<file path="config.mk">
export PLATFORM = sky130hd
export DESIGN_NAME = sorted_priority_queue_flat
export DESIGN_NICKNAME = d
export VERILOG_FILES = /design/src/rtl/spq_pkg.sv /design/src/rtl/spq_if.sv /design/src/rtl/spq_ctrl.sv /design/src/rtl/spq_dpath.sv /design/src/rtl/sorted_priority_queue.sv /design/src/flat_wrapper.sv
export VERILOG_INCLUDE_DIRS = /design/src /design/src/rtl
export SDC_FILE = /design/constraint.sdc
export NUM_CORES = 2
export LEC_CHECK = 0
export ABC_CLOCK_PERIOD_IN_PS = 5600
export BUFFER_PORTS_ARGS = -buffer_cell sky130_fd_sc_hd__buf_2
export CELL_PAD_IN_SITES_DETAIL_PLACEMENT = 1
export CELL_PAD_IN_SITES_GLOBAL_PLACEMENT = 1
export CORE_MARGIN = 5
export CORE_UTILIZATION = 35
export DETAILED_ROUTE_END_ITERATION = 16
export MAX_ROUTING_LAYER = met4
export PLACE_DENSITY = 0.65
export SYNTH_ARGS = -nofsm -noshare
export SYNTH_HDL_FRONTEND = slang
export SYNTH_SLANG_ARGS = --single-unit
</file>
<file path="constraint.sdc">
create_clock -name i_clk -period 5.6 [get_ports i_clk]
set_clock_uncertainty 0.15 [all_clocks]
set_input_delay 0.56 -clock i_clk [delete_from_list [all_inputs] [get_ports i_clk]]
set_output_delay 0.56 -clock i_clk [all_outputs]
set_load 0.05 [all_outputs]
</file>
<file path="src/rtl/assert_macros.svh">
// Assertion helpers for the RTL
`ifndef ASSERT_MACROS_SVH
`define ASSERT_MACROS_SVH

// Same-cycle implication, disabled during reset
`define SPQ_ASSERT_NOW(label, ante, cons) \
    label: assert property (@(posedge i_clk) disable iff (!i_rst_n) (ante) |-> (cons)) \
        else $error("spq assertion failed");

// Next-cycle implication, disabled during reset
`define SPQ_ASSERT_NEXT(label, ante, cons) \
    label: assert property (@(posedge i_clk) disable iff (!i_rst_n) (ante) |=> (cons)) \
        else $error("spq assertion failed");

`endif

</file>
<file path="src/rtl/spq_pkg.sv">
package spq_pkg;

    // Store geometry and field widths
    localparam int DEPTH     = 16;
    localparam int PAY_W     = 32;
    localparam int PRIO_W    = 16;
    localparam int CNT_W     = $clog2(DEPTH + 1);
    localparam int OUT_CNT_W = 5;

    // Request action codes
    localparam logic ACT_ENQ = 1'b0;
    localparam logic ACT_DEQ = 1'b1;

    // Result status codes
    typedef enum logic [1:0] {
        ST_OK    = 2'd0,
        ST_EMPTY = 2'd1,
        ST_FULL  = 2'd2
    } t_status;

    // Operation issued by the controller to the datapath
    typedef enum logic [2:0] {
        OP_NONE      = 3'd0,
        OP_INSERT    = 3'd1,
        OP_REMOVE    = 3'd2,
        OP_REJ_FULL  = 3'd3,
        OP_REJ_EMPTY = 3'd4
    } t_op;

    typedef struct packed {
        logic load;
        t_op  op;
    } t_cmd;

    typedef struct packed {
        logic action;
        logic full;
        logic empty;
    } t_stat;

endpackage

</file>
<file path="src/rtl/spq_if.sv">
// Request channel
interface spq_req_if;
    logic                                valid;
    logic                                ready;
    logic                                action;
    logic [spq_pkg::PAY_W-1:0]           payload_in;
    logic signed [spq_pkg::PRIO_W-1:0]   prio_in;

    modport source (output valid, action, payload_in, prio_in, input ready);
    modport sink   (input valid, action, payload_in, prio_in, output ready);
endinterface

// Result channel
interface spq_res_if;
    logic                              valid;
    logic                              ready;
    logic [spq_pkg::PAY_W-1:0]         payload_out;
    logic [1:0]                        status;
    logic                              is_empty;
    logic [spq_pkg::OUT_CNT_W-1:0]     entry_count;

    modport source (output valid, payload_out, status, is_empty, entry_count, input ready);
    modport sink   (input valid, payload_out, status, is_empty, entry_count, output ready);
endinterface

</file>
<file path="src/rtl/spq_ctrl.sv">
module spq_ctrl (
    input  logic           i_clk,
    input  logic           i_rst_n,
    input  logic           i_in_valid,
    input  logic           i_out_ready,
    input  spq_pkg::t_stat i_stat,
    output logic           o_in_ready,
    output logic           o_out_valid,
    output spq_pkg::t_cmd  o_cmd
);

    typedef enum logic [1:0] {
        S_IDLE = 2'b01,
        S_EXEC = 2'b10
    } t_state;

    t_state r_state, n_state;
    logic   r_out_valid, n_out_valid;
    logic   w_slot_free;

    assign w_slot_free = !r_out_valid || i_out_ready;

    // Sequencing: latch request, then update store once the result slot is free
    always_comb begin
        n_state    = r_state;
        o_in_ready = 1'b0;
        o_cmd.load = 1'b0;
        o_cmd.op   = spq_pkg::OP_NONE;
        unique case (r_state)
            S_IDLE: begin
                o_in_ready = 1'b1;
                if (i_in_valid) begin
                    o_cmd.load = 1'b1;
                    n_state    = S_EXEC;
                end
            end
            S_EXEC: begin
                if (w_slot_free) begin
                    if (i_stat.action == spq_pkg::ACT_ENQ) begin
                        o_cmd.op = i_stat.full ? spq_pkg::OP_REJ_FULL : spq_pkg::OP_INSERT;
                    end else begin
                        o_cmd.op = i_stat.empty ? spq_pkg::OP_REJ_EMPTY : spq_pkg::OP_REMOVE;
                    end
                    n_state = S_IDLE;
                end
            end
            default: n_state = S_IDLE;
        endcase
    end

    // Result valid: set on completion, cleared when taken
    always_comb begin
        n_out_valid = r_out_valid;
        if (o_cmd.op != spq_pkg::OP_NONE) begin
            n_out_valid = 1'b1;
        end else if (i_out_ready) begin
            n_out_valid = 1'b0;
        end
    end

    always_ff @(posedge i_clk) begin
        if (!i_rst_n) begin
            r_state     <= S_IDLE;
            r_out_valid <= 1'b0;
        end else begin
            r_state     <= n_state;
            r_out_valid <= n_out_valid;
        end
    end

    assign o_out_valid = r_out_valid;

endmodule

</file>
<file path="src/rtl/spq_dpath.sv">
module spq_dpath (
    input  logic                              i_clk,
    input  logic                              i_rst_n,
    input  spq_pkg::t_cmd                     i_cmd,
    input  logic                              i_action,
    input  logic [spq_pkg::PAY_W-1:0]         i_payload,
    input  logic signed [spq_pkg::PRIO_W-1:0] i_prio,
    output spq_pkg::t_stat                    o_stat,
    output logic [spq_pkg::PAY_W-1:0]         o_payload_out,
    output logic [1:0]                        o_status,
    output logic                              o_is_empty,
    output logic [spq_pkg::OUT_CNT_W-1:0]     o_count
);

    localparam int D = spq_pkg::DEPTH;

    // Latched request
    logic                              r_act;
    logic [spq_pkg::PAY_W-1:0]         r_pay_in;
    logic signed [spq_pkg::PRIO_W-1:0] r_prio_in;

    // Sorted store, head at index 0
    logic [spq_pkg::PAY_W-1:0]         r_pay  [D];
    logic signed [spq_pkg::PRIO_W-1:0] r_prio [D];
    logic [spq_pkg::PAY_W-1:0]         n_pay  [D];
    logic signed [spq_pkg::PRIO_W-1:0] n_prio [D];
    logic [spq_pkg::CNT_W-1:0]         r_count, n_count;

    // Result register
    logic [spq_pkg::PAY_W-1:0]         r_res_pay, n_res_pay;
    spq_pkg::t_status                  r_res_st, n_res_st;

    logic [D-1:0] w_stay;

    // Entry i stays put on insert when it is valid and strictly ahead of the new priority
    always_comb begin
        for (int i = 0; i < D; i++) begin
            w_stay[i] = (spq_pkg::CNT_W'(i) < r_count) && !(r_prio_in <= r_prio[i]);
        end
    end

    // Next store contents and result
    always_comb begin
        n_pay     = r_pay;
        n_prio    = r_prio;
        n_count   = r_count;
        n_res_pay = r_res_pay;
        n_res_st  = r_res_st;
        unique case (i_cmd.op)
            spq_pkg::OP_INSERT: begin
                // head slot: keep, or take the new entry
                if (!w_stay[0]) begin
                    n_pay[0]  = r_pay_in;
                    n_prio[0] = r_prio_in;
                end
                for (int i = 1; i < D; i++) begin
                    if (w_stay[i]) begin
                        n_pay[i]  = r_pay[i];
                        n_prio[i] = r_prio[i];
                    end else if (w_stay[i-1]) begin
                        n_pay[i]  = r_pay_in;
                        n_prio[i] = r_prio_in;
                    end else begin
                        n_pay[i]  = r_pay[i-1];
                        n_prio[i] = r_prio[i-1];
                    end
                end
                n_count   = r_count + spq_pkg::CNT_W'(1);
                n_res_pay = '0;
                n_res_st  = spq_pkg::ST_OK;
            end
            spq_pkg::OP_REMOVE: begin
                for (int i = 0; i < D - 1; i++) begin
                    n_pay[i]  = r_pay[i+1];
                    n_prio[i] = r_prio[i+1];
                end
                n_count   = r_count - spq_pkg::CNT_W'(1);
                n_res_pay = r_pay[0];
                n_res_st  = spq_pkg::ST_OK;
            end
            spq_pkg::OP_REJ_FULL: begin
                n_res_pay = '0;
                n_res_st  = spq_pkg::ST_FULL;
            end
            spq_pkg::OP_REJ_EMPTY: begin
                n_res_pay = '0;
                n_res_st  = spq_pkg::ST_EMPTY;
            end
            default: ;
        endcase
    end

    // Control state: entry count
    always_ff @(posedge i_clk) begin
        if (!i_rst_n) begin
            r_count <= '0;
        end else begin
            r_count <= n_count;
        end
    end

    // Payload registers: store, request latch and result
    always_ff @(posedge i_clk) begin
        if (i_cmd.load) begin
            r_act     <= i_action;
            r_pay_in  <= i_payload;
            r_prio_in <= i_prio;
        end
        r_pay     <= n_pay;
        r_prio    <= n_prio;
        r_res_pay <= n_res_pay;
        r_res_st  <= n_res_st;
    end

    assign o_stat.action = r_act;
    assign o_stat.full   = (r_count == spq_pkg::CNT_W'(D));
    assign o_stat.empty  = (r_count == '0);

    assign o_payload_out = r_res_pay;
    assign o_status      = r_res_st;
    assign o_is_empty    = (r_count == '0);
    assign o_count       = spq_pkg::OUT_CNT_W'(r_count);

endmodule

</file>
<file path="src/rtl/sorted_priority_queue.sv">
// A request is latched on acceptance; the sorted shift store (parallel
// per-entry compares) then updates and the result is registered, to be
// taken from then on. No new request is accepted until that update is done.
// A pending result that is not taken holds the update cycle until it is.
// Reset (i_rst_n low, synchronous): clears entry count, controller state and
// result valid; stored entries are not cleared and are never read unwritten.
`include "assert_macros.svh"

module sorted_priority_queue (
    input  logic       i_clk,
    input  logic       i_rst_n,
    spq_req_if.sink    i_req,
    spq_res_if.source  o_res
);

    spq_pkg::t_cmd  w_cmd;
    spq_pkg::t_stat w_stat;

    logic                            w_res_full;
    logic                            w_res_empty;
    logic                            w_req_acc;
    logic [spq_pkg::OUT_CNT_W-1:0]   w_full_cnt;

    // Controller
    spq_ctrl u_ctrl (
        .i_clk       (i_clk),
        .i_rst_n     (i_rst_n),
        .i_in_valid  (i_req.valid),
        .i_out_ready (o_res.ready),
        .i_stat      (w_stat),
        .o_in_ready  (i_req.ready),
        .o_out_valid (o_res.valid),
        .o_cmd       (w_cmd)
    );

    // Datapath
    spq_dpath u_dpath (
        .i_clk         (i_clk),
        .i_rst_n       (i_rst_n),
        .i_cmd         (w_cmd),
        .i_action      (i_req.action),
        .i_payload     (i_req.payload_in),
        .i_prio        (i_req.prio_in),
        .o_stat        (w_stat),
        .o_payload_out (o_res.payload_out),
        .o_status      (o_res.status),
        .o_is_empty    (o_res.is_empty),
        .o_count       (o_res.entry_count)
    );

    // Checks
    assign w_res_full  = o_res.valid && (o_res.status == spq_pkg::ST_FULL);
    assign w_res_empty = o_res.valid && (o_res.status == spq_pkg::ST_EMPTY);
    assign w_req_acc   = i_req.valid && i_req.ready;
    assign w_full_cnt  = spq_pkg::OUT_CNT_W'(spq_pkg::DEPTH);

    `SPQ_ASSERT_NOW(a_full_count, w_res_full, o_res.entry_count == w_full_cnt)
    `SPQ_ASSERT_NOW(a_empty_deq, w_res_empty, o_res.is_empty && o_res.payload_out == '0)
    `SPQ_ASSERT_NOW(a_empty_flag, o_res.valid, o_res.is_empty == (o_res.entry_count == '0))
    `SPQ_ASSERT_NEXT(a_no_accept_busy, w_req_acc, !i_req.ready)

endmodule

</file>
<file path="src/flat_wrapper.sv">
// flat-port wrapper written by rule: the top's interface ports become plain ports
module sorted_priority_queue_flat 
  (i_clk, i_rst_n, i_req_valid, i_req_action, i_req_payload_in, i_req_prio_in, i_req_ready, o_res_valid, o_res_payload_out, o_res_status, o_res_is_empty, o_res_entry_count, o_res_ready);
  spq_req_if i_req_i ();
  spq_res_if o_res_i ();
  input  logic i_clk;
  input  logic i_rst_n;
  input wire logic [$bits(i_req_i.valid)-1:0] i_req_valid;
  input wire logic [$bits(i_req_i.action)-1:0] i_req_action;
  input wire logic [$bits(i_req_i.payload_in)-1:0] i_req_payload_in;
  input wire logic [$bits(i_req_i.prio_in)-1:0] i_req_prio_in;
  output wire logic [$bits(i_req_i.ready)-1:0] i_req_ready;
  output wire logic [$bits(o_res_i.valid)-1:0] o_res_valid;
  output wire logic [$bits(o_res_i.payload_out)-1:0] o_res_payload_out;
  output wire logic [$bits(o_res_i.status)-1:0] o_res_status;
  output wire logic [$bits(o_res_i.is_empty)-1:0] o_res_is_empty;
  output wire logic [$bits(o_res_i.entry_count)-1:0] o_res_entry_count;
  input wire logic [$bits(o_res_i.ready)-1:0] o_res_ready;
  assign i_req_i.valid = i_req_valid;
  assign i_req_i.action = i_req_action;
  assign i_req_i.payload_in = i_req_payload_in;
  assign i_req_i.prio_in = i_req_prio_in;
  assign i_req_ready = i_req_i.ready;
  assign o_res_valid = o_res_i.valid;
  assign o_res_payload_out = o_res_i.payload_out;
  assign o_res_status = o_res_i.status;
  assign o_res_is_empty = o_res_i.is_empty;
  assign o_res_entry_count = o_res_i.entry_count;
  assign o_res_i.ready = o_res_ready;
  sorted_priority_queue u_core (.i_clk(i_clk), .i_rst_n(i_rst_n), .i_req(i_req_i), .o_res(o_res_i));
endmodule
</file>
# Yosys cells after proc, flatten, opt, wreduce, memory -nomap -nowiden
# Cells that the tools add are included.
# op_classes
reduce_logical	59
bitwise_logic	1
n_mux	78
addsub	2
magnitude_cmp	32
n_eq_ne	24
# op_table
cell	n
2-to-1 mux 32 bit	30
one-hot mux 480 bit (2 select lines)	1
2-to-1 mux 16 bit	30
one-hot mux 240 bit (2 select lines)	1
less-or-equal comparator 16 bit	16
one-hot mux 32 bit (2 select lines)	1
< comparator 4 x 5 -> 1 bit, first input constant	8
inequality test 2 bit, second input constant	17
AND reduction 2 bit	17
< comparator 3 x 5 -> 1 bit, first input constant	4
zero test 1 bit	17
logical AND 1 bit	16
2-to-1 mux 3 bit	4
< comparator 1 x 5 -> 1 bit, first input constant	2
< comparator 2 x 5 -> 1 bit, first input constant	2
one-hot mux 5 bit (2 select lines)	1
== test 3 x 2 -> 1 bit, second input constant	2
2-to-1 mux 2 bit	3
one-hot mux 2 bit (3 select lines)	1
nonzero test 2 bit	3
nonzero test 3 bit	2
adder 5 x 1 -> 5 bit, second input constant	1
== test 5 bit, second input constant	1
zero test 5 bit	1
11 further kinds	15
# totals
regBits	859
output_inout_bits	42

# Logic depth before layout (Yosys ltp)
# depth
ltp_word	8
mapped_depth	13
depth_no_buf	9

# Cells and area by module
# Synthesis repeated with hierarchy kept, for this count alone.
# unflattened
cells_unflattened	4362
area_unflattened_um2	46739.8
# by_module_without_submodules
module	cells_each	n_inst	area_per_inst_um2	seq_area_each_um2
spq_dpath	4345	1	46577.2	25654.6
spq_ctrl	17	1	162.7	60.1

# Worst setup path after synthesis
# OpenSTA, ideal clock, no wires.
# synth_path
kind	reg-to-reg
startpoint	register u_core.u_dpath.r_prio_in[0] (netlist name)
endpoint	register u_core.u_dpath.r_pay[416] (netlist name), enable pin
arrival_ns	5.126
setup_time_ns	0.482
synth_period_minus_slack_ns	5.759
path_stages_with_launch	12
slack_ns	-0.159
cell_sequence	edfxtp_1 > clkbuf_1 > inv_1 > ha_1 > inv_1 > a21oi_1 > o21ai_0 > a221oi_1 > mux2_2 > buf_2 > buf_2 > a31oi_1
# synth_via
elab_chain_len	5
# synth_lines
element	line	rtl
from (decl)	spq_dpath.sv:20	logic signed [spq_pkg::PRIO_W-1:0] r_prio_in;
from (signal assigned)	spq_dpath.sv:107	r_prio_in <= i_prio;
less-or-equal comparator 16 bit	spq_dpath.sv:38	w_stay[i] = (spq_pkg::CNT_W'(i) < r_count) && !(r_prio_in <= r_prio[i]);
zero test 1 bit	spq_dpath.sv:38	
logical AND 1 bit	spq_dpath.sv:38	
inequality test 2 bit (no source line)	n/a	
AND reduction 2 bit (no source line)	n/a	
to (signal assigned)	spq_dpath.sv:109	r_pay <= n_pay;
to (decl)	spq_dpath.sv:23	logic [spq_pkg::PAY_W-1:0] r_pay [D];
# Every way passes these cells.
# A chain may end at the register's enable or synchronous reset.

# Final worst setup path
# layout_path
startpoint	register u_core.u_dpath.r_prio_in[0] (netlist name)
endpoint	register u_core.u_dpath.r_pay[443] (netlist name), enable pin
# The elaborated chain is that of the path after synthesis.

==> qor.csv <==
stage,metric,value,unit
clock_network,clk buf depth,3,
clock_network,H-Tree Level Count,3,
clock_network,TritonCTS clock tree,done,
timing,achievable frequency,226,MHz
power,leakage,19.2,nW
die,num rows,135,
layout,"commonest cells after routing, fill and taps aside","edfxtp_1 (851), nand2_1 (505), a21oi_1 (361), mux2i_1 (290), nand3_1 (279)",
worst_setup_path,crit path DAT,4.62,ns
synthesis,Yosys cell types,61,
grt,initial antenna violation count,3,
die,die area,143000,sq um
synthesis,"Seq/Total Area, Yosys",54.2,%
clock_network,Clock transition at path regs,0.06,ns
die,I/O pins,95,
worst_setup_path,Worst setup SP type,register,
route,WL final,165,mm
layout,Nets,4773,
timing,Setup Viol. Count Final,0,
route,initial DRC count,3229,
timing,Worst-Margin Slew,1.22,ns
worst_setup_path,critical path data required time,5.79,ns
clock_network,clk_lat worst skew,0.74,ns
grt,largest net degree at the start of global routing,172,
synthesis,Syn Inst Count,4466,
die,core region area,135000,sq um
clock_network,clk sink count,859,
route,Vias/cell,5.75,
job,max-cap viol count,0,
layout,P&R area growth vs syn,13.7,%
timing,Fin. Hold Viols,0,
worst_setup_path,Setup Crit Path Kind,reg -> reg,
synthesis,Avg Inst Size Synth,10.6,sq um
route,Pre-Repair DR Iteration Count,6,
die,die height,378,microns
synthesis,"Primary FF master, synth",edfxtp_1,
worst_setup_path,worst reg2reg setup slack,1.17,ns
grt,total track usage,23.1,%
synthesis,Yosys reg bits,859,
timing,final cycle utilization of the critical path,79.0,%
route,DRT antenna net count,0,
power,total power,14.7,mW
timing,RSZ-0062 raised after global routing,false,
clock_network,clock tree root buffer cell,clkbuf_16,
route,via count,36400,
worst_setup_path,CP Capture Type,register,
synthesis,Post-synth EDFFs,851,
power,Power per Cell Area,273,nW/um^2
synthesis,async set-or-reset flop fraction in the synthesized netlist,0,%
placed_design,Placer Congestion,0.842,
placed_design,port buffer count,94,
timing,max_slew headroom,18.4,%
placed_design,HPWL Detailed,105,mm
min_path,Hold Path Class,in -> reg,
route,DRC Markers,0,
grt,total grt overflow,0,
power,VDD IR max,0.196,mV
die,die width,378,microns
timing,Hold WS,0.0599,ns
synthesis,"Net Count, Synth",4778,
die,Initial Util,35.1,%
synthesis,Netlist Area Pre-Place,47500,sq um
layout,share of cells above drive strength 1,9.85,%
route,DR WL/cell,26.0,microns
worst_setup_path,top fanout value on the critical path,30,
grt,vias in the first global route,37500,
timing,fin. max-slew vios,0,
layout,"commonest non-fill, non-tap cell in the layout",edfxtp_1,
timing,Tmin final,4.43,ns
timing,Setup Total Neg Slack,0,ns
clock_network,post_cts resized,0,
run_status,status,finished clean,
synthesis,"Warnings, synthesis",0,
clock_network,TritonCTS Buffers,99,
grt,first-pass GRT wire length,243,mm
per-layer routing:
layer	track usage [%]	wire, microns	share of wire [%]
met1	30.3	73000	44
met2	36.8	76000	46
met3	4.01	9800	6.0
met4	7.21	5760	3.5
met5	-	0	0
cell usage after synthesis, types with 41 or more instances:
cell type / n / area (sq um)
a21oi_1: 371 / 1860
o21ai_0: 267 / 1340
nand3_1: 281 / 1410
mux2i_1: 298 / 2980
inv_1: 258 / 968
nand2_1: 505 / 1900
edfxtp_1: 851 / 25600
nor2b_1: 47 / 294
buf_2: 62 / 310
a31oi_1: 102 / 638
mux2_2: 51 / 574
o221ai_1: 91 / 797
ha_1: 259 / 3240
nand4_1: 41 / 257
clkbuf_1: 255 / 957
o211ai_1: 176 / 1320
nor2_1: 274 / 1030
per-stage QoR:
stage	cells	util [%]	setup WS (ns)	area (sq um)
final	6328	40.0	1.17	54000
after floorplan	4466	-	0.106	47500
after detailed placement	6092	37.1	1.15	50200
after CTS	6327	40.0	1.17	54000
after global placement	6092	37.1	1.19	50200
after global routing	6327	40.0	0.908	54000
worst paths after layout:
check / cells after the start / startpoint / end
max: 9 / u_core.u_dpath.r_prio_in[0] / u_core.u_dpath.r_pay[443]
min: 3 / o_res_ready / u_core.u_ctrl.o_out_valid
max reg2reg: 9 / u_core.u_dpath.r_prio_in[0] / u_core.u_dpath.r_pay[443]
min reg2reg: 2 / u_core.u_dpath.r_pay[468] / u_core.u_dpath.r_pay[500]
registers in the layout (all words and copies together) (netlist names):
name                          count
u_core.u_ctrl.o_out_valid         1
u_core.u_ctrl.r_state             2
u_core.u_dpath.o_count            5
u_core.u_dpath.o_payload_out     32
u_core.u_dpath.o_status           2
u_core.u_dpath.r_act              1
u_core.u_dpath.r_pay            512
u_core.u_dpath.r_pay_in          32
u_core.u_dpath.r_prio           256
u_core.u_dpath.r_prio_in         16
power by group:
group | leakage [nW] | switching [mW] | total, mW | internal, mW
clock network | 1.62 | 2.90 | 6.77 | 3.87
registers | 7.76 | 0.112 | 7.20 | 7.08
logic | 9.83 | 0.519 | 0.765 | 0.246
kinds of logic (layout without fill, tap and decap cells):
| family | after synthesis | after routing | share of synthesized area, % |
|---|---|---|---|
| other | 0 | 1 | 0 |
| adder cells (fa/ha/maj) | 259 | 259 | 6.82 |
| AND/OR/NAND/NOR | 1225 | 1225 | 11.4 |
| multiplexers | 349 | 349 | 7.49 |
| XOR/XNOR | 4 | 4 | 0.0738 |
| AO/OA/AOI/OAI | 1155 | 1155 | 14.9 |
| flip-flops | 859 | 859 | 54.2 |
| buffers and inverters | 615 | 695 | 5.19 |
worst max-delay path, cell delays in order, from the launching register on:
cell,delay [ns]
edfxtp_1,0.41
inv_1,0.59
ha_1,0.27
inv_1,0.04
a21oi_1,0.15
o21ai_0,0.21
a221oi_1,0.59
mux2_2,0.79
a31oi_4,0.34
buf_4,0.48
repair_timing:
item | in CTS | in global routing
buffers inserted | 0 | 0
endpoints found under the setup margin | 0 | 0
hold endpoints to repair | 56 | 0
hold buffers | 49 | 0
cell type report:
cell class / count / area [sq um]
well taps: 1781 / 2230
multi-input cells: 2992 / 19700
clock buffers: 122 / 2590
clock inverters: 64 / 726
fillers: 14800 / 81100
repair buffers: 251 / 2100
inverters: 258 / 968
diodes: 1 / 2.50
flip-flops and latches: 859 / 25700
Note: power is estimated with default switching activity, not from simulation.
